--- src/rtl/imusb_pkg.sv ---
// ----------------------------------------------------------------------------
// imusb_pkg
// Shared widths, register codes, sequencer step codes and lane control types
// for the six-axis biquad low-pass unit.
// ----------------------------------------------------------------------------
`default_nettype none

package imusb_pkg;

  // sample and coefficient formats
  localparam int CHANNELS        = 6;
  localparam int SAMPLE_W        = 16;
  localparam int COEF_W          = 18;
  localparam int COEF_FRAC_BITS  = 14;
  localparam int SCALE_W         = 24;
  localparam int SCALE_FRAC_BITS = 22;
  localparam int Y_W             = 32;

  // multiplier: Y_W x SCALE_W signed, covers every tap and the output gain
  localparam int PROD_W = Y_W + SCALE_W;
  // five coefficient x history products, with growth for the sum
  localparam int ACC_W  = Y_W + COEF_W + 3;

  // configuration port
  localparam int CFG_IDX_W  = 3;
  localparam int CFG_DATA_W = SCALE_W;

  typedef enum logic [CFG_IDX_W-1:0] {
    REG_B0    = 3'd0,
    REG_B1    = 3'd1,
    REG_B2    = 3'd2,
    REG_A1    = 3'd3,
    REG_A2    = 3'd4,
    REG_SCALE = 3'd5
  } cfg_reg_e;

  // reset values: 30 Hz butterworth at 500 Hz, unity dc gain
  localparam logic signed [COEF_W-1:0]  B0_RST    = 18'sd16384;
  localparam logic signed [COEF_W-1:0]  B1_RST    = 18'sd32768;
  localparam logic signed [COEF_W-1:0]  B2_RST    = 18'sd16384;
  localparam logic signed [COEF_W-1:0]  A1_RST    = 18'sd24174;
  localparam logic signed [COEF_W-1:0]  A2_RST    = -18'sd9616;
  localparam logic signed [SCALE_W-1:0] SCALE_RST = 24'sd116853;

  // rounding offsets, half an lsb of the dropped fraction
  localparam logic signed [ACC_W-1:0]  ACC_HALF  = ACC_W'(1) << (COEF_FRAC_BITS - 1);
  localparam logic signed [PROD_W-1:0] PROD_HALF = PROD_W'(1) << (SCALE_FRAC_BITS - 1);

  // sequencer steps, one per cycle, holding at ST_OUT while the output register is full
  typedef enum logic [3:0] {
    ST_TAP_B0,
    ST_TAP_B1,
    ST_TAP_B2,
    ST_TAP_A1,
    ST_TAP_A2,
    ST_ACC_LAST,
    ST_ROUND,
    ST_SCALE,
    ST_OUT
  } step_e;

  typedef struct packed {
    logic signed [COEF_W-1:0]  b0;
    logic signed [COEF_W-1:0]  b1;
    logic signed [COEF_W-1:0]  b2;
    logic signed [COEF_W-1:0]  a1;
    logic signed [COEF_W-1:0]  a2;
    logic signed [SCALE_W-1:0] scale;
  } coef_t;

  typedef struct packed {
    logic  load;      // capture a new item into the lanes
    logic  run;       // sequencer is stepping
    step_e step;
    logic  out_load;  // lane results go to the output register
  } lane_ctl_t;

endpackage

`default_nettype wire

--- src/rtl/imusb_lane.sv ---
// ----------------------------------------------------------------------------
// imusb_lane
// One channel: direct form I biquad with a shared multiplier stepped over the
// five taps, then output gain, rounding and saturation.
// ----------------------------------------------------------------------------
`default_nettype none

module imusb_lane (
  input  logic                                 clk_i,
  input  logic                                 rst_ni,
  input  imusb_pkg::lane_ctl_t                 ctl_i,
  input  imusb_pkg::coef_t                     coef_i,
  input  logic signed [imusb_pkg::SAMPLE_W-1:0] x_i,
  output logic signed [imusb_pkg::SAMPLE_W-1:0] res_o
);

  localparam int SW = imusb_pkg::SAMPLE_W;
  localparam int YW = imusb_pkg::Y_W;
  localparam int CW = imusb_pkg::COEF_W;
  localparam int KW = imusb_pkg::SCALE_W;
  localparam int PW = imusb_pkg::PROD_W;
  localparam int AW = imusb_pkg::ACC_W;

  logic signed [SW-1:0] x_q, x1_q, x2_q;
  logic signed [YW-1:0] y1_q, y2_q, y_q, y_d;
  logic signed [AW-1:0] acc_q, acc_d, acc_rnd, acc_sh;
  logic signed [PW-1:0] prod_q, prod_d, prod_rnd, prod_sh;
  logic signed [YW-1:0] mul_a;
  logic signed [KW-1:0] mul_b;
  logic                 prod_en;

  // operand select for the shared multiplier
  always_comb begin
    mul_a   = '0;
    mul_b   = '0;
    prod_en = 1'b1;
    case (ctl_i.step)
      imusb_pkg::ST_TAP_B0: begin
        mul_a = {{(YW-SW){x_q[SW-1]}}, x_q};
        mul_b = {{(KW-CW){coef_i.b0[CW-1]}}, coef_i.b0};
      end
      imusb_pkg::ST_TAP_B1: begin
        mul_a = {{(YW-SW){x1_q[SW-1]}}, x1_q};
        mul_b = {{(KW-CW){coef_i.b1[CW-1]}}, coef_i.b1};
      end
      imusb_pkg::ST_TAP_B2: begin
        mul_a = {{(YW-SW){x2_q[SW-1]}}, x2_q};
        mul_b = {{(KW-CW){coef_i.b2[CW-1]}}, coef_i.b2};
      end
      imusb_pkg::ST_TAP_A1: begin
        mul_a = y1_q;
        mul_b = {{(KW-CW){coef_i.a1[CW-1]}}, coef_i.a1};
      end
      imusb_pkg::ST_TAP_A2: begin
        mul_a = y2_q;
        mul_b = {{(KW-CW){coef_i.a2[CW-1]}}, coef_i.a2};
      end
      imusb_pkg::ST_SCALE: begin
        mul_a = y_q;
        mul_b = coef_i.scale;
      end
      default: prod_en = 1'b0;
    endcase
  end

  assign prod_d = mul_a * mul_b;

  // accumulate the registered product one step behind the multiplier
  always_comb begin
    acc_d = acc_q;
    case (ctl_i.step)
      imusb_pkg::ST_TAP_B0:   acc_d = '0;
      imusb_pkg::ST_TAP_B1,
      imusb_pkg::ST_TAP_B2,
      imusb_pkg::ST_TAP_A1,
      imusb_pkg::ST_TAP_A2,
      imusb_pkg::ST_ACC_LAST: acc_d = acc_q + $signed(prod_q[AW-1:0]);
      default:                acc_d = acc_q;
    endcase
  end

  // section output: round half up, saturate to history width
  assign acc_rnd = acc_q + imusb_pkg::ACC_HALF;
  assign acc_sh  = acc_rnd >>> imusb_pkg::COEF_FRAC_BITS;

  always_comb begin
    if ((&acc_sh[AW-1:YW-1]) || !(|acc_sh[AW-1:YW-1])) begin
      y_d = acc_sh[YW-1:0];
    end else if (acc_sh[AW-1]) begin
      y_d = {1'b1, {(YW-1){1'b0}}};
    end else begin
      y_d = {1'b0, {(YW-1){1'b1}}};
    end
  end

  // result: round half up, saturate to sample width
  assign prod_rnd = prod_q + imusb_pkg::PROD_HALF;
  assign prod_sh  = prod_rnd >>> imusb_pkg::SCALE_FRAC_BITS;

  always_comb begin
    if ((&prod_sh[PW-1:SW-1]) || !(|prod_sh[PW-1:SW-1])) begin
      res_o = prod_sh[SW-1:0];
    end else if (prod_sh[PW-1]) begin
      res_o = {1'b1, {(SW-1){1'b0}}};
    end else begin
      res_o = {1'b0, {(SW-1){1'b1}}};
    end
  end

  // datapath registers
  always_ff @(posedge clk_i) begin
    if (ctl_i.load) begin
      x_q <= x_i;
    end
    if (ctl_i.run) begin
      acc_q <= acc_d;
      if (prod_en) begin
        prod_q <= prod_d;
      end
      if (ctl_i.step == imusb_pkg::ST_ROUND) begin
        y_q <= y_d;
      end
    end
  end

  // filter history
  always_ff @(posedge clk_i or negedge rst_ni) begin
    if (!rst_ni) begin
      x1_q <= '0;
      x2_q <= '0;
      y1_q <= '0;
      y2_q <= '0;
    end else if (ctl_i.run && (ctl_i.step == imusb_pkg::ST_ROUND)) begin
      x2_q <= x1_q;
      x1_q <= x_q;
      y2_q <= y1_q;
      y1_q <= y_d;
    end
  end

endmodule

`default_nettype wire

--- config.mk ---
export PLATFORM = sky130hd
export DESIGN_NAME = imusb_lane
export DESIGN_NICKNAME = d
export VERILOG_FILES = /design/src/rtl/imusb_pkg.sv /design/src/rtl/imusb_lane.sv
export SDC_FILE = /design/constraint.sdc
export NUM_CORES = 2
export LEC_CHECK = 0
export BUFFER_PORTS_ARGS = -buffer_cell sky130_fd_sc_hd__buf_2
export CORE_UTILIZATION = 40
export DETAILED_ROUTE_END_ITERATION = 10
export PLACE_DENSITY = 0.56
export SLEW_MARGIN = 10
export SYNTH_ARGS = -nofsm -noshare
export SYNTH_HDL_FRONTEND = slang
export SYNTH_SLANG_ARGS = --single-unit
export TNS_END_PERCENT = 10
--- constraint.sdc ---
create_clock -name clk_i -period 8.28 [get_ports clk_i]
set_input_delay 0.414 -clock clk_i [delete_from_list [all_inputs] [get_ports clk_i]]
set_output_delay 0.414 -clock clk_i [all_outputs]
set_load 0.01 [all_outputs]
# After elaboration in Yosys (flattened, before gate mapping)
# Cells that the tools add are included.
# op_classes
addsub,3
n_mul,1
n_eq_ne,7
muxes,8
reduce_logical,16
# op_table
op,count
32-bit case mux with 6 select lines,1
24-bit case mux with 6 select lines,1
53-bit case mux with 2 select lines,1
32-bit two-way mux,2
"56-bit by 23-bit adder with 56-bit output, second input constant",1
32-bit by 24-bit multiplier with 56-bit output,1
"53-bit by 15-bit adder with 53-bit output, second input constant",1
53-bit adder,1
16-bit two-way mux,2
19-bit AND reduction,1
19-bit OR reduction,1
"4-bit by 3-bit equality test with 1-bit output, second input constant",4
"4-bit by 2-bit equality test with 1-bit output, second input constant",2
8-bit AND reduction,1
8-bit OR reduction,1
2-bit AND reduction,3
6-bit OR reduction,1
5-bit OR reduction,1
"4-bit by 1-bit equality test with 1-bit output, second input constant",1
4-bit zero test,1
1-bit zero test,2
1-bit logical OR,2
2-bit nonzero test,1
1-bit logical AND,1
1-bit two-way mux,1
# totals
regBits,253
input_bits,139
output_inout_bits,16
wordCells,43

# Logic depth before layout (Yosys ltp)
# depth
depth_word,5
depth_mapped,36
depth_no_buf,31

# Worst setup path after synthesis
# No wires, ideal clock.
# synth_path
path_kind,in2reg
startpoint,input ctl_i[2] (netlist name)
endpoint,register prod_q[54] (data pin)
setup_ps,264
arrival_ps,8525
t_required_ps,8016
path_slack_ps,-509
path_stages,31
n_path_buf,4
cell_sequence,clkbuf_1 > nor2b_1 > nor3b_1 > clkbuf_1 > buf_1 > a22oi_1 > nand3_1 > clkbuf_1 > nand2_1 > fa_1 > inv_1 > fa_1 > inv_1 > fa_1 > inv_1 > fa_1 > inv_1 > fa_1 > fa_1 > fa_1 > inv_1 > ha_1 > a2111o_1 > a211oi_1 > o31ai_1 > a31oi_1 > o21ai_1 > a211oi_1 > o41ai_1 > a221oi_1 > xnor2_1
# synth_via
elab_chain_cells,3
word_cells_on_any_way,9
classes_between,1 x mul; 5 x eq/ne; 2 x mux; 1 x reduce/logical
# synth_rtl
item,line_no,rtl
start: declaration,imusb_lane.sv:11,"input imusb_pkg::lane_ctl_t ctl_i,"
4-bit by 3-bit equality test with 1-bit output (tied with other cells),imusb_lane.sv:37,case (ctl_i.step)
32-bit case mux with 6 select lines / 24-bit case mux with 6 select lines (equally long branches),imusb_lane.sv:37,
32-bit by 24-bit multiplier with 56-bit output (*),imusb_lane.sv:66,assign prod_d = mul_a * mul_b;
via prod_d[54],imusb_lane.sv:27,"logic signed [PW-1:0] prod_q, prod_d, prod_rnd, prod_sh;"
end signal: assignment,imusb_lane.sv:118,prod_q <= prod_d;
end: declaration,imusb_lane.sv:27,
# Mark *: on every way through the listed nets, which the timed path passes. The rest lies on a longest branch.
# A chain may end at the register's enable or synchronous reset.

# Worst setup path in the final report
# layout_path
startpoint,input ctl_i[2] (netlist name)
endpoint,register prod_q[55] (data pin)
# Same word-level chain as after synthesis.

==> run metrics <==
status complete, no violations; most used cell, CP fa_1; PD cells 149 nW/um^2; Synth Instances 4620; Max Slew Vio Count 0; setup tns final 0 ns; DR vias 33187; clock root cell clkbuf_16; Mean Syn Cell Area 8.96 sq um; post-route ant nets 0; yosys warns 0; Leak Pwr 23.7 nW; post-route cell area 49100 sq um; flops & latches, synth 253; DP Area 47800 sq um; top cells by count, synth 898 x inv_1, 857 x nand2_1, 784 x fa_1; Max FO, Critical Path 13; die span in y 324 microns; via/cell ratio 5.14; Netlist cell types 83; most numerous cell in the Yosys netlist inv_1; fillcell total 9904; fraction of layout cells with a size suffix above 1 15.9%; DR iter-0 viols 2280; synth top area cells fa_1 38%, edfxtp_1 11%, inv_1 8.1%; area growth from synthesis to layout 18.5%; Post-synth EDFFs 157; # port buffers 153; Total GRT Usage 25.0%; Ports 155; GPL Wtd Cong 0.925; CTS sink cnt 253; H-tree levels 1; post-DR wirelength/cell 19.8 microns; min cycle time layout 8.04 ns; dominant synthesized flop cell edfxtp_1; Max Cap Violations 0; DP HPWL 109000 microns; clk buf depth 3; DIE AREA 105000 sq um; core area 102000 sq um; Chip Width 324 microns; synthesized cell area 41400 sq um; CTS Buf Count 27; final global-route overflow total 0; dpl cells 6406; Clock Skew 0.0286 ns; largest net degree at the start of global routing 71; Setup violations, final 0; max incr delay on CP 0.63 ns; FMAX 0.124 GHz; Residual DRC 0; Reg clk slew, reported paths 0.06 ns; Tcrit/Tclk final 97.1%; CP max-delay cell fa_1; Synth top area share 37.9%; Final Hold Vio Count 0; post-layout net count 6199; critical path startpoint category input port; Worst-Skew Late Latency 0.57 ns; initial antenna violation count 2; fin cells 6462; TritonCTS clock tree done; first-pass GRT wire length 200000 microns; Worst Max-Slew Pin Slew 1.09 ns; asr flop ratio synth 37.9%; syn nets 5747; via count of the first global-routing pass 34557; Starting Density 40.5%; Detailed Route WL 128000 microns; Max IR drop VDD 0.000181 V; Initial DRT Pass Iterations 6; RSZ-0062 raised after global routing yes; max_slew headroom 26.7%; sequential fraction of the synthesis area 17.2%; area leader, netlist fa_1; HP Class input port to flip-flop; data arrival time of the critical path 8.33 ns; Worst EP required 8.57 ns; CP endpoint kind flip-flop; Rows 117; CP Class input port to flip-flop
-- worst max-delay path, delay by kind of cell --
kind                     cells  cell delay [ns]
adder cells (fa/ha/maj)      8             3.91
AO/OA/AOI/OAI               10             1.84
buffers and inverters       10             1.24
AND/OR/NAND/NOR              4             0.79
XOR/XNOR                     1             0.10
-- registers in the layout, indices dropped and copies added (netlist names) --
name / cells
x2_q: 16
acc_q: 53
prod_q: 56
x1_q: 16
y2_q: 32
x_q: 16
y1_q: 32
y_q: 32
-- power by group --
part | total (W) | switching (W) | internal (W) | leakage (nW)
clock network | 0.00127 | 0.000537 | 0.000737 | 0.461
logic | 0.00423 | 0.00239 | 0.00184 | 20.5
registers | 0.00181 | 0.000187 | 0.00162 | 2.70
total | 0.00731 | 0.00311 | 0.00420 | 23.7
-- path summary, 6_finish.rpt --
check	startpoint	cells past startpoint	end	slack [ns]
setup / recovery	ctl_i[2]	33	prod_q[55]$_DFFE_PP_	0.24
hold / removal	x_i[5]	1	x_q[5]$_DFFE_PP_	0.03
setup reg to reg	x_q[15]$_DFFE_PP_	29	prod_q[54]$_DFFE_PP_	0.25
hold reg to reg	y2_q[17]$_DFFE_PN0P_	2	y2_q[17]$_DFFE_PN0P_	0.47
max in group asynchronous	rst_ni	3	y2_q[28]$_DFFE_PN0P_	6.64
min in group asynchronous	rst_ni	2	x1_q[3]$_DFFE_PN0P_	0.37
-- what timing repair did --
| item | CTS | global route |
|---|---|---|
| endpoints found under the setup margin | 14 | 21 |
| gates cloned | 0 | 0 |
| resized for setup | 10 | 58 |
| hold buffers | 1 | 0 |
| endpoints found under the hold margin | 33 | 0 |
| pin swaps | 1 | 21 |
| setup buffers | 0 | 4 |
-- cell families after synthesis --
kind of cell    synth area share, %
simple gates                   15.9
buf+inv                        10.2
fa+ha+maj                      44.1
compound gates                 8.54
flops                          17.2
xor+xnor                       3.30
mux                           0.761
-- metal layers --
layer / track usage (%) / vias to the layer above / wire [microns]
li1: - / 15250 / -
met1: 32.1 / 16829 / 52000
met2: 44.6 / 921 / 64900
met3: 2.10 / 187 / 6370
met4: 7.62 / 0 / 4660
met5: 0 / - / 0
-- through the flow --
stage	worst slack (ns)	utilization (%)	hold WS (ns)	power, W
after detailed placement	-0.844	46.8	0.412	0.00603
after CTS	-0.0301	47.8	0.00108	0.00735
after floorplan	-0.0126	-	0.118	0.00422
final	0.241	48.0	0.0272	0.00731
after global placement	-0.779	46.8	0.408	0.00600
after global routing	-0.0823	48.0	0.0118	0.00786
-- cells in the final DEF, fill, tap and decap left out, drive strengths merged, types with 16 or more instances in the layout --
cell and instances:
a211oi 16, mux2 25, o21ai 84, nor2 370, nand2b 16, and4 19
and2 35, xor2 56, xnor2 100, nand4 34, a21oi 151, a21o 64
and3 35, nand3 92, ha 204, fa 784, a31oi 16, buf 640
edfxtp 157, nor3 31, a22oi 99, nand2 859, inv 900, dfrtp 96
clkbuf 33
-- layout make-up --
cell class              instances  area, sq um  area share (%)
clock buffers                  33          749            1.53
diodes                          2         5.00          0.0102
repair buffers                641         5480            11.2
well taps                    1368         1710            3.49
clock inverters                16          163           0.332
inverters                     899         3380            6.88
multi-input cells            3250        30500            62.1
flip-flops and latches        253         7120            14.5
Note: power is estimated with default switching activity, not from simulation.
