### src/rtl/imusb_pkg.sv
// ----------------------------------------------------------------------------
// imusb_pkg
// Shared widths, register codes, sequencer step codes and lane control types
// for the six-axis biquad low-pass unit.
// ----------------------------------------------------------------------------
`default_nettype none

package imusb_pkg;

  // sample and coefficient formats
  localparam int CHANNELS        = 6;
  localparam int SAMPLE_W        = 16;
  localparam int COEF_W          = 18;
  localparam int COEF_FRAC_BITS  = 14;
  localparam int SCALE_W         = 24;
  localparam int SCALE_FRAC_BITS = 22;
  localparam int Y_W             = 32;

  // multiplier: Y_W x SCALE_W signed, covers every tap and the output gain
  localparam int PROD_W = Y_W + SCALE_W;
  // five coefficient x history products, with growth for the sum
  localparam int ACC_W  = Y_W + COEF_W + 3;

  // configuration port
  localparam int CFG_IDX_W  = 3;
  localparam int CFG_DATA_W = SCALE_W;

  typedef enum logic [CFG_IDX_W-1:0] {
    REG_B0    = 3'd0,
    REG_B1    = 3'd1,
    REG_B2    = 3'd2,
    REG_A1    = 3'd3,
    REG_A2    = 3'd4,
    REG_SCALE = 3'd5
  } cfg_reg_e;

  // reset values: 30 Hz butterworth at 500 Hz, unity dc gain
  localparam logic signed [COEF_W-1:0]  B0_RST    = 18'sd16384;
  localparam logic signed [COEF_W-1:0]  B1_RST    = 18'sd32768;
  localparam logic signed [COEF_W-1:0]  B2_RST    = 18'sd16384;
  localparam logic signed [COEF_W-1:0]  A1_RST    = 18'sd24174;
  localparam logic signed [COEF_W-1:0]  A2_RST    = -18'sd9616;
  localparam logic signed [SCALE_W-1:0] SCALE_RST = 24'sd116853;

  // rounding offsets, half an lsb of the dropped fraction
  localparam logic signed [ACC_W-1:0]  ACC_HALF  = ACC_W'(1) << (COEF_FRAC_BITS - 1);
  localparam logic signed [PROD_W-1:0] PROD_HALF = PROD_W'(1) << (SCALE_FRAC_BITS - 1);

  // sequencer steps, one per cycle, holding at ST_OUT while the output register is full
  typedef enum logic [3:0] {
    ST_TAP_B0,
    ST_TAP_B1,
    ST_TAP_B2,
    ST_TAP_A1,
    ST_TAP_A2,
    ST_ACC_LAST,
    ST_ROUND,
    ST_SCALE,
    ST_OUT
  } step_e;

  typedef struct packed {
    logic signed [COEF_W-1:0]  b0;
    logic signed [COEF_W-1:0]  b1;
    logic signed [COEF_W-1:0]  b2;
    logic signed [COEF_W-1:0]  a1;
    logic signed [COEF_W-1:0]  a2;
    logic signed [SCALE_W-1:0] scale;
  } coef_t;

  typedef struct packed {
    logic  load;      // capture a new item into the lanes
    logic  run;       // sequencer is stepping
    step_e step;
    logic  out_load;  // lane results go to the output register
  } lane_ctl_t;

endpackage

`default_nettype wire

### src/rtl/imusb_ctrl.sv
// ----------------------------------------------------------------------------
// imusb_ctrl
// Step sequencer shared by all lanes: takes an item, walks the tap, round
// and scale steps, then hands the result to the output register.
// ----------------------------------------------------------------------------
`default_nettype none

module imusb_ctrl (
  input  logic                 clk_i,
  input  logic                 rst_ni,
  input  logic                 in_valid_i,
  input  logic                 out_free_i,
  output logic                 in_ready_o,
  output imusb_pkg::lane_ctl_t ctl_o
);

  typedef enum logic {
    S_IDLE,
    S_RUN
  } state_e;

  state_e           state_q;
  imusb_pkg::step_e step_q;

  function automatic imusb_pkg::step_e next_step(input imusb_pkg::step_e s);
    imusb_pkg::step_e n;
    case (s)
      imusb_pkg::ST_TAP_B0:   n = imusb_pkg::ST_TAP_B1;
      imusb_pkg::ST_TAP_B1:   n = imusb_pkg::ST_TAP_B2;
      imusb_pkg::ST_TAP_B2:   n = imusb_pkg::ST_TAP_A1;
      imusb_pkg::ST_TAP_A1:   n = imusb_pkg::ST_TAP_A2;
      imusb_pkg::ST_TAP_A2:   n = imusb_pkg::ST_ACC_LAST;
      imusb_pkg::ST_ACC_LAST: n = imusb_pkg::ST_ROUND;
      imusb_pkg::ST_ROUND:    n = imusb_pkg::ST_SCALE;
      imusb_pkg::ST_SCALE:    n = imusb_pkg::ST_OUT;
      default:                n = imusb_pkg::ST_OUT;
    endcase
    return n;
  endfunction

  assign in_ready_o     = (state_q == S_IDLE);
  assign ctl_o.load     = in_valid_i && (state_q == S_IDLE);
  assign ctl_o.run      = (state_q == S_RUN);
  assign ctl_o.step     = step_q;
  assign ctl_o.out_load = (state_q == S_RUN) && (step_q == imusb_pkg::ST_OUT) && out_free_i;

  always_ff @(posedge clk_i or negedge rst_ni) begin
    if (!rst_ni) begin
      state_q <= S_IDLE;
      step_q  <= imusb_pkg::ST_TAP_B0;
    end else begin
      case (state_q)
        S_IDLE: begin
          if (in_valid_i) begin
            state_q <= S_RUN;
            step_q  <= imusb_pkg::ST_TAP_B0;
          end
        end
        S_RUN: begin
          if (step_q == imusb_pkg::ST_OUT) begin
            // hold here while the output register is still occupied
            if (out_free_i) begin
              state_q <= S_IDLE;
            end
          end else begin
            step_q <= next_step(step_q);
          end
        end
        default: state_q <= S_IDLE;
      endcase
    end
  end

endmodule

`default_nettype wire

### config.mk
export PLATFORM = sky130hd
export DESIGN_NAME = imusb_ctrl
export DESIGN_NICKNAME = d
export VERILOG_FILES = /design/src/rtl/imusb_pkg.sv /design/src/rtl/imusb_ctrl.sv
export SDC_FILE = /design/constraint.sdc
export NUM_CORES = 1
export LEC_CHECK = 0
export BUFFER_PORTS_ARGS = -buffer_cell sky130_fd_sc_hd__clkbuf_2
export CORE_AREA = 2 2 39 41
export CTS_BUF_LIST = sky130_fd_sc_hd__clkbuf_4
export DETAILED_ROUTE_END_ITERATION = 8
export DIE_AREA = 0 0 41 43
export PLACE_DENSITY = 0.43
export SLEW_MARGIN = 25
export SYNTH_ARGS = -nofsm -noshare
export SYNTH_HDL_FRONTEND = slang
export SYNTH_SLANG_ARGS = --single-unit
### constraint.sdc
create_clock -name clk_i -period 3.3 [get_ports clk_i]
set_input_delay 0.825 -clock clk_i [delete_from_list [all_inputs] [get_ports clk_i]]
set_output_delay 0.825 -clock clk_i [all_outputs]
set_load 0.05 [all_outputs]
### Yosys cells after proc, flatten, opt, wreduce, memory -nomap -nowiden

Memories as Yosys holds them, arrays and structs flattened.
Index checks and enable logic that the tools add are counted.
W data, S select, Z words.

| operators by class | value |
|---|---|
| reductions and logical operators | 4 |
| multiplexer cells | 8 |
| equality and inequality tests | 3 |
| bitwise operators | 1 |

Operators by type and width:

| operator | count |
|---|---|
| $mux W4 | 3 |
| $pmux W4 S2 | 1 |
| $eq A4 B4 Y1 const B | 1 |
| $ne A2 B2 Y1 const B | 2 |
| $logic_and A1 B1 Y1 | 3 |
| $mux W1 | 3 |
| $pmux W1 S2 | 1 |
| $reduce_and A2 Y1 | 1 |
| $not A1 Y1 | 1 |

| word-level totals | value |
|---|---|
| memory bits (read-only) | 32 |
| bits in registers | 5 |
| logic and storage cells | 19 |
| output and inout bits | 8 |
| memories | 1 |
| input port bits | 4 |

Memory list:

| memory | words | bits a word | read ports | clocked after Yosys merged registers in | wr ports | line | source |
|---|---|---|---|---|---|---|---|
| (name not given) | 8 | 4 | 1 | 0 | 0 | imusb_ctrl.sv:27 | `case (s)` |

### Logic depth before layout (Yosys ltp)

Gate-level depths: netlist (run 1).
An unclocked memory read counts as a cell.

| logic depth | value |
|---|---|
| depth after elaboration | 4 |
| depth in mapped cells | 4 |
| gate-level depth less buffers | 4 |

### Least setup slack after synthesis (run 1)

Ideal clock, no wire load.

| timing path | value |
|---|---|
| path kind | register to output |
| from | reg step_q[0] |
| to | out ctl_o[0] in the netlist's numbering |
| data arrival time | 1.447 ns |
| data required time | 2.475 ns |
| buffers on the path | 0 |
| stages on the path, launching flop included | 5 |
| path slack | 1.028 ns |
| path through | dfrtp_1 > inv_1 > ha_1 > and4b_4 > and2_2 |

RTL lines:

| what | line | source |
|---|---|---|
| start: declaration | imusb_ctrl.sv:23 | `imusb_pkg::step_e step_q;` |
| start signal: assignment | imusb_ctrl.sv:50 | `step_q <= imusb_pkg::ST_TAP_B0;` |
| start signal: assignment | imusb_ctrl.sv:56 | `step_q <= imusb_pkg::ST_TAP_B0;` |
| start signal: assignment | imusb_ctrl.sv:66 | `step_q <= next_step(step_q);` |
| end: declaration | imusb_ctrl.sv:14 | `output imusb_pkg::lane_ctl_t ctl_o` |

==> out/qor.yml, run 1 <==
nFillCells: 161
post_cts_buffers: 0
min_period_over_period_pct: 71.8
tns_ns: 0
num_rows: 14
rrSetupSlack_ns: 1.99
overflow: 0
cp-end-kind: "output pin"
grt_pass1_vias: 229
cts_buffer_depth: 2
antenna_found_initial: 0
cap_violations: 0
drtAntennaViolNets: 0
status: "completed"
n_antenna_cell: 0
max_freq_mhz: 422
avgRoutedWirePerCell_um: 10.2
via_count: 252
rsz0062_at_grt: "false"
root_buffer: "clkbuf_4"
rr_endpoint: "step_q[1]$_DFFE_PN0P_"
ys_types: 19
layout_min_cycle_time_ns: 2.37
fin_skew_ns: 0.00273
drc: 0
syn_nets: 36
cts_tree: "done"
io_buffer_count: 11
multi_input_area_sq_um: 159
netlist_area_sq_um: 314
critical_path.top_delay_family: "flip-flops"
startpoint_type: "register"
ys_seq_elements: 5
rr_worst_depth: 4
die_width_um: 41
die_area_sq_um: 1760
syn_to_final_growth_pct: 27.5
grt_max_degree: 12
syn_inst: 29
worst_pin_slew_ns: 0.299
gp_congestion: 0.702
setup_viol: 0
rr_startpoint: "step_q[0]$_DFFE_PN0P_"
crit_buf_inv: 2
dieHeight_um: 43
clkTransAtPathRegs_ns: 0.04
drt_iter0_drc: 5
ys_warn_count: 0
worstSetupPathType: "reg -> out"
fin_nets: 50
cts_hold_buf: 0
grt_use_total_pct: 8.37
cts_resized: 0
start_util_pct: 22.7
ys_seq_area_share_pct: 39.8
max_stage_delay_ns: 0.43
io-pin-count: 12
critPathSlowestCell: "dfrtp_1"
clk_latency_ns: 0.24
hold_class: "in -> async"
h-tree-depth: 1
syn_area_per_cell_sq_um: 10.8
hpwl_um: 477
grt_pass1_wl_um: 931
clock_sinks: 5
fp.coreArea_sq_um: 1380
viasPerCell: 4.34
slew-limit-headroom_pct: 80.1
regArea_sq_um: 125
crit_chain: "inv_1 > ha_1 > and4b_4 > and2_2 > clkbuf_2"
final-hold-violation-count: 0
critPathMaxFanout: 6
drt-pass1-iter-count: 2
wl_um: 591
cp.arrival_ns: 1.54
cts_buffers: 3
final_layout_size_suffix_gt1_share_pct: 42.9
slew_violations: 0
required_ns: 2.47
==> worst register-to-register path, delay by kind of cell (launching register included) <==
kind	cells	cell delay [ns]
AOI/OAI and AO/OA	1	0.26
adders and majority gates	1	0.28
DFF	1	0.42
and+or+nand+nor	1	0.17
buffers and inverters	1	0.07
==> layer usage <==
metal  wire length [um]  GRT usage (%)  part of all wire (%)  vias to the layer above
met1                257           9.12                    43                      115
met4                  0           4.00                     0                        0
met3                 51           6.81                   8.6                        0
met5                  0              0                     0                        -
met2                282           11.3                    48                        7
li1                   -              -                     -                      130
==> cell type report <==
class | instances | area share [%]
multi-input cells | 19 | 39.7
flip-flops and latches | 5 | 31.3
repair buffers | 11 | 13.7
well taps | 16 | 5.00
inverters | 3 | 2.81
clock buffers | 4 | 7.50
==> flip-flops by register name, indices dropped and copies added (netlist names) <==
name / count
step_q: 4
state_q: 1
==> worst max path at each step <==
| stage | startpoint | endpoint | slack, ns | cells past startpoint |
|---|---|---|---|---|
| detailed placement | in_valid_i | ctl_o[6] | 1.11 | 3 |
| CTS | step_q[0]$_DFFE_PN0P_ | ctl_o[0] | 0.91 | 5 |
| finish | step_q[0]$_DFFE_PN0P_ | ctl_o[0] | 0.93 | 5 |
| global placement | in_valid_i | ctl_o[6] | 1.12 | 3 |
| global route | step_q[0]$_DFFE_PN0P_ | ctl_o[0] | 0.85 | 5 |
| floorplan | step_q[0]$_DFFE_PN0P_ | ctl_o[0] | 1.03 | 4 |
==> placed cells by master, fill, tap and decap left out, types with 2 or more instances in the layout <==
cell | Yosys | final
clkbuf_2 | 0 | 11
clkbuf_4 | 0 | 4
inv_1 | 3 | 3
dfrtp_1 | 5 | 5
nor2b_1 | 2 | 2
ha_1 | 3 | 3
nor2_1 | 2 | 2
==> cell families after synthesis <==
logic type      share of synthesized area, %
compound gates                          13.9
fa+ha+maj                               12.0
buf+inv                                 9.56
flops                                   39.8
simple gates                            24.7
==> synthesized netlist by cell type <==
cell type | count | share of area [%]
and2_2 | 1 | 2.4
nor2b_1 | 2 | 4.0
a21oi_1 | 1 | 1.6
a31oi_1 | 1 | 2.0
a221o_1 | 1 | 3.2
o21ai_0 | 1 | 1.6
a211o_1 | 1 | 2.8
and3b_1 | 1 | 2.8
and4b_4 | 1 | 4.4
and4bb_2 | 1 | 4.0
and2b_1 | 1 | 2.4
nor3b_1 | 1 | 2.4
dfrtp_1 | 5 | 40
ha_1 | 3 | 12
o22a_1 | 1 | 2.8
inv_1 | 3 | 3.6
nor2_1 | 2 | 2.4
buf_6 | 1 | 3.6
buf_4 | 1 | 2.4
==> per-stage QoR <==
stage | utilization [%] | instances | setup slack (ns) | cell area [sq um] | hold slack [ns]
2_1_floorplan | - | 29 | 1.03 | 314 | 0.529
3_3_place_gp | 26.8 | 54 | 1.12 | 370 | 0.601
3_5_place_dp | 26.8 | 54 | 1.11 | 370 | 0.587
4_1_cts | 28.9 | 58 | 0.909 | 400 | 0.390
5_1_grt | 28.9 | 58 | 0.849 | 400 | 0.391
6_report | 28.9 | 58 | 0.931 | 400 | 0.397
Power of run 1 is left out: the tool's default activity adds up to more than one toggle a clock period on the data nets, which glitch-free logic cannot reach.
==> inputs of run 2 (changes only) <==
--- a/config.mk
+++ b/config.mk
@@ -5,12 +5,13 @@
 export SDC_FILE = /design/constraint.sdc
 export NUM_CORES = 1
 export LEC_CHECK = 0
+export ABC_AREA = 1
 export BUFFER_PORTS_ARGS = -buffer_cell sky130_fd_sc_hd__clkbuf_2
 export CORE_AREA = 2 2 39 41
 export CTS_BUF_LIST = sky130_fd_sc_hd__clkbuf_4
 export DETAILED_ROUTE_END_ITERATION = 8
 export DIE_AREA = 0 0 41 43
-export PLACE_DENSITY = 0.43
+export PLACE_DENSITY = 0.45
 export SLEW_MARGIN = 25
 export SYNTH_ARGS = -nofsm -noshare
 export SYNTH_HDL_FRONTEND = slang
==> constraint.sdc (replaced) <==
create_clock -name clk_i -period 2.05 [get_ports clk_i]
set_input_delay 0.5125 -clock clk_i [delete_from_list [all_inputs] [get_ports clk_i]]
set_output_delay 0.5125 -clock clk_i [all_outputs]
set_load 0.05 [all_outputs]
==> run 2 against run 1 <==
Worst setup slack worse by 0.77 ns. First-iteration DRC count down 100%. Via count up 9.1%. Register-to-register slack worse by 1.1 ns. Sequential share of layout area down 1.1 points. Cell area up 3.7%. Critical endpoint unchanged.
==> out/qor.yml, run 2 <==
ys_async_sr_fraction_pct: 100  # unchanged
status: "completed"
cap_violations: 0  # unchanged
startpoint: "step_q[0]$_DFFE_PN0P_"
slew-limit-headroom_pct: 81.6  # +1.5 points
rr_endpoint: "step_q[1]$_DFFE_PN0P_"
ys_warn_count: 0  # unchanged
grt_use_total_pct: 8.91  # +0.54 points
required_ns: 1.54  # -0.93 ns
drt_iter0_drc: 0  # -5
yosys.area.top_type: "dfrtp_1"
syn_area_per_cell_sq_um: 7.69  # -29%
netlist_area_sq_um: 315  # +0.40%
worst_pin_slew_ns: 0.278  # -0.0212 ns
dieHeight_um: 43  # unchanged
cts_tree: "done"
cp-endpoint: "ctl_o[0]"
final-hold-violation-count: 0  # unchanged
fp.coreArea_sq_um: 1380  # unchanged
syn_to_final_growth_pct: 31.7
slew_violations: 0  # unchanged
yosys.area.top_type_share_pct: 39.7  # -0.16 points
setup_viol: 0  # unchanged
viasPerCell: 3.87  # -11%
cp-end-kind: "output pin"
ys_seq_area_share_pct: 39.7  # -0.16 points
final_cell_mix: "nand2_1, clkbuf_2, inv_1"
startpoint_type: "register"
syn_nets: 48  # +33%
ys_seq_elements: 5  # unchanged
synth_edf_count: 0  # unchanged
num_rows: 14  # unchanged
die_area_sq_um: 1760  # unchanged
grt_pass1_wl_um: 910  # -2.3%
rr_startpoint: "step_q[0]$_DFFE_PN0P_"
top_register: "step_q"
post-place-ws_ns: 0.396  # -0.716 ns
largestRegisters: "step_q: 4 flops, state_q: 1 flops"
hold_class: "in -> async"
gp_congestion: 0.597  # -15%
n_antenna_cell: 0  # unchanged
fin_nets: 63  # +26%
clk_latency_ns: 0.24  # about the same
fin_skew_ns: 0.000270  # -0.00246 ns
layout_min_cycle_time_ns: 1.88
final_layout_size_suffix_gt1_share_pct: 40.0  # -2.9 points
hpwl_um: 522  # +9.4%
critPathMaxFanout: 5  # -1
drt-pass1-iter-count: 1  # -1
rrSetupSlack_ns: 0.89  # -1.10 ns
cts_buffer_depth: 2  # unchanged
overflow: 0  # unchanged
start_util_pct: 22.8  # +0.090 points
grt_pass1_vias: 225  # -1.7%
antenna_found_initial: 0  # unchanged
io_buffer_count: 11  # unchanged
cts_hold_buf: 0  # unchanged
die_width_um: 41  # unchanged
avgRoutedWirePerCell_um: 8.52  # -16%
max_freq_mhz: 531
drc: 0  # unchanged
cts_resized: 0  # unchanged
clock_sinks: 5  # unchanged
synth_ff_type: "dfrtp_1"
worstSetupPathType: "reg -> out"
cts_buffers: 3  # unchanged
rr_worst_depth: 8  # +4
whs_ns: 0.0807  # -0.316 ns
drtAntennaViolNets: 0  # unchanged
h-tree-depth: 1  # unchanged
wl_um: 605  # +2.4%
clkTransAtPathRegs_ns: 0.04  # about the same
tns_ns: 0  # unchanged
largest_reg_flops: 4  # unchanged
synth_common_cells: "nand2_1, inv_1, dfrtp_1, ha_1, nand2_2"
min_period_over_period_pct: 91.9
grt_max_degree: 8  # -4
post_cts_buffers: 0  # unchanged
root_buffer: "clkbuf_4"
via_count: 275  # +9.1%
worst_slack_ns: 0.165  # -0.766 ns
io-pin-count: 12  # unchanged
synth.area.top_cells: "dfrtp_1, nand2_1, ha_1"
synth_most_common_cell: "nand2_1"
cp.arrival_ns: 1.37  # -0.17 ns
rsz0062_at_grt: "false"
ys_types: 15  # -4
syn_inst: 41  # +41%
-- run 2: changes by cell type after synthesis, sizes merged, moves of 2 or more --
cell,delta
nor2,+2
nand2,+14
nand3,+2
nor2b,-2
inv,+5
-- run 2: worst min-delay path by stage --
stage / startpoint / endpoint / cells after the start
3_5_place_dp: rst_ni / state_q$_DFF_PN0_ / 1
3_3_place_gp: rst_ni / step_q[3]$_DFFE_PN0P_ / 1
2_1_floorplan: rst_ni / state_q$_DFF_PN0_ / 0
4_1_cts: rst_ni / state_q$_DFF_PN0_ / 1
5_1_grt: rst_ni / step_q[0]$_DFFE_PN0P_ / 1
6_report: rst_ni / state_q$_DFF_PN0_ / 1
-- run 2: final cells by class --
type / instances / area (sq um)
Tap cell: 16 / 20.0
Inverter: 9 / 33.8
Sequential cell: 5 / 125
Clock buffer: 4 / 30.0
Fill cell: 163 / 968
Multi-Input combinational cell: 26 / 151
Timing Repair Buffer: 11 / 55.1
-- run 2: through the flow --
stage          utilization, %  instances  cell area, sq um
3_5_place_dp             27.8         67               385
4_1_cts                  30.0         71               415
6_report                 30.0         71               415
5_1_grt                  30.0         71               415
3_3_place_gp             27.8         67               385
2_1_floorplan               -         41               318
-- run 2: kinds of logic (layout without fill, tap and decap cells) --
group                      Yosys count  after routing  synth area share [%]
and+or+nand+nor                     21             21                  32.1
buffers and inverters               10             24                  13.1
DFF                                  5              5                  39.7
adders and majority gates            3              3                  11.9
AOI/OAI and AO/OA                    2              2                  3.17
-- run 2: metal layers --
| layer | track usage (%) | up-vias | wire (um) |
|---|---|---|---|
| met5 | 0 | - | 0 |
| met1 | 10.9 | 122 | 287 |
| met4 | 12.0 | 0 | 8 |
| met2 | 9.69 | 4 | 287 |
| li1 | - | 147 | - |
| met3 | 3.14 | 2 | 21 |
-- run 2: critical path, stage by stage (launching register included) --
cell      delay [ns]
dfrtp_1         0.41
inv_1           0.09
ha_1            0.16
nand3_1         0.11
nor2_2          0.09
clkbuf_2        0.27
Power of run 2 is left out for the same reason.
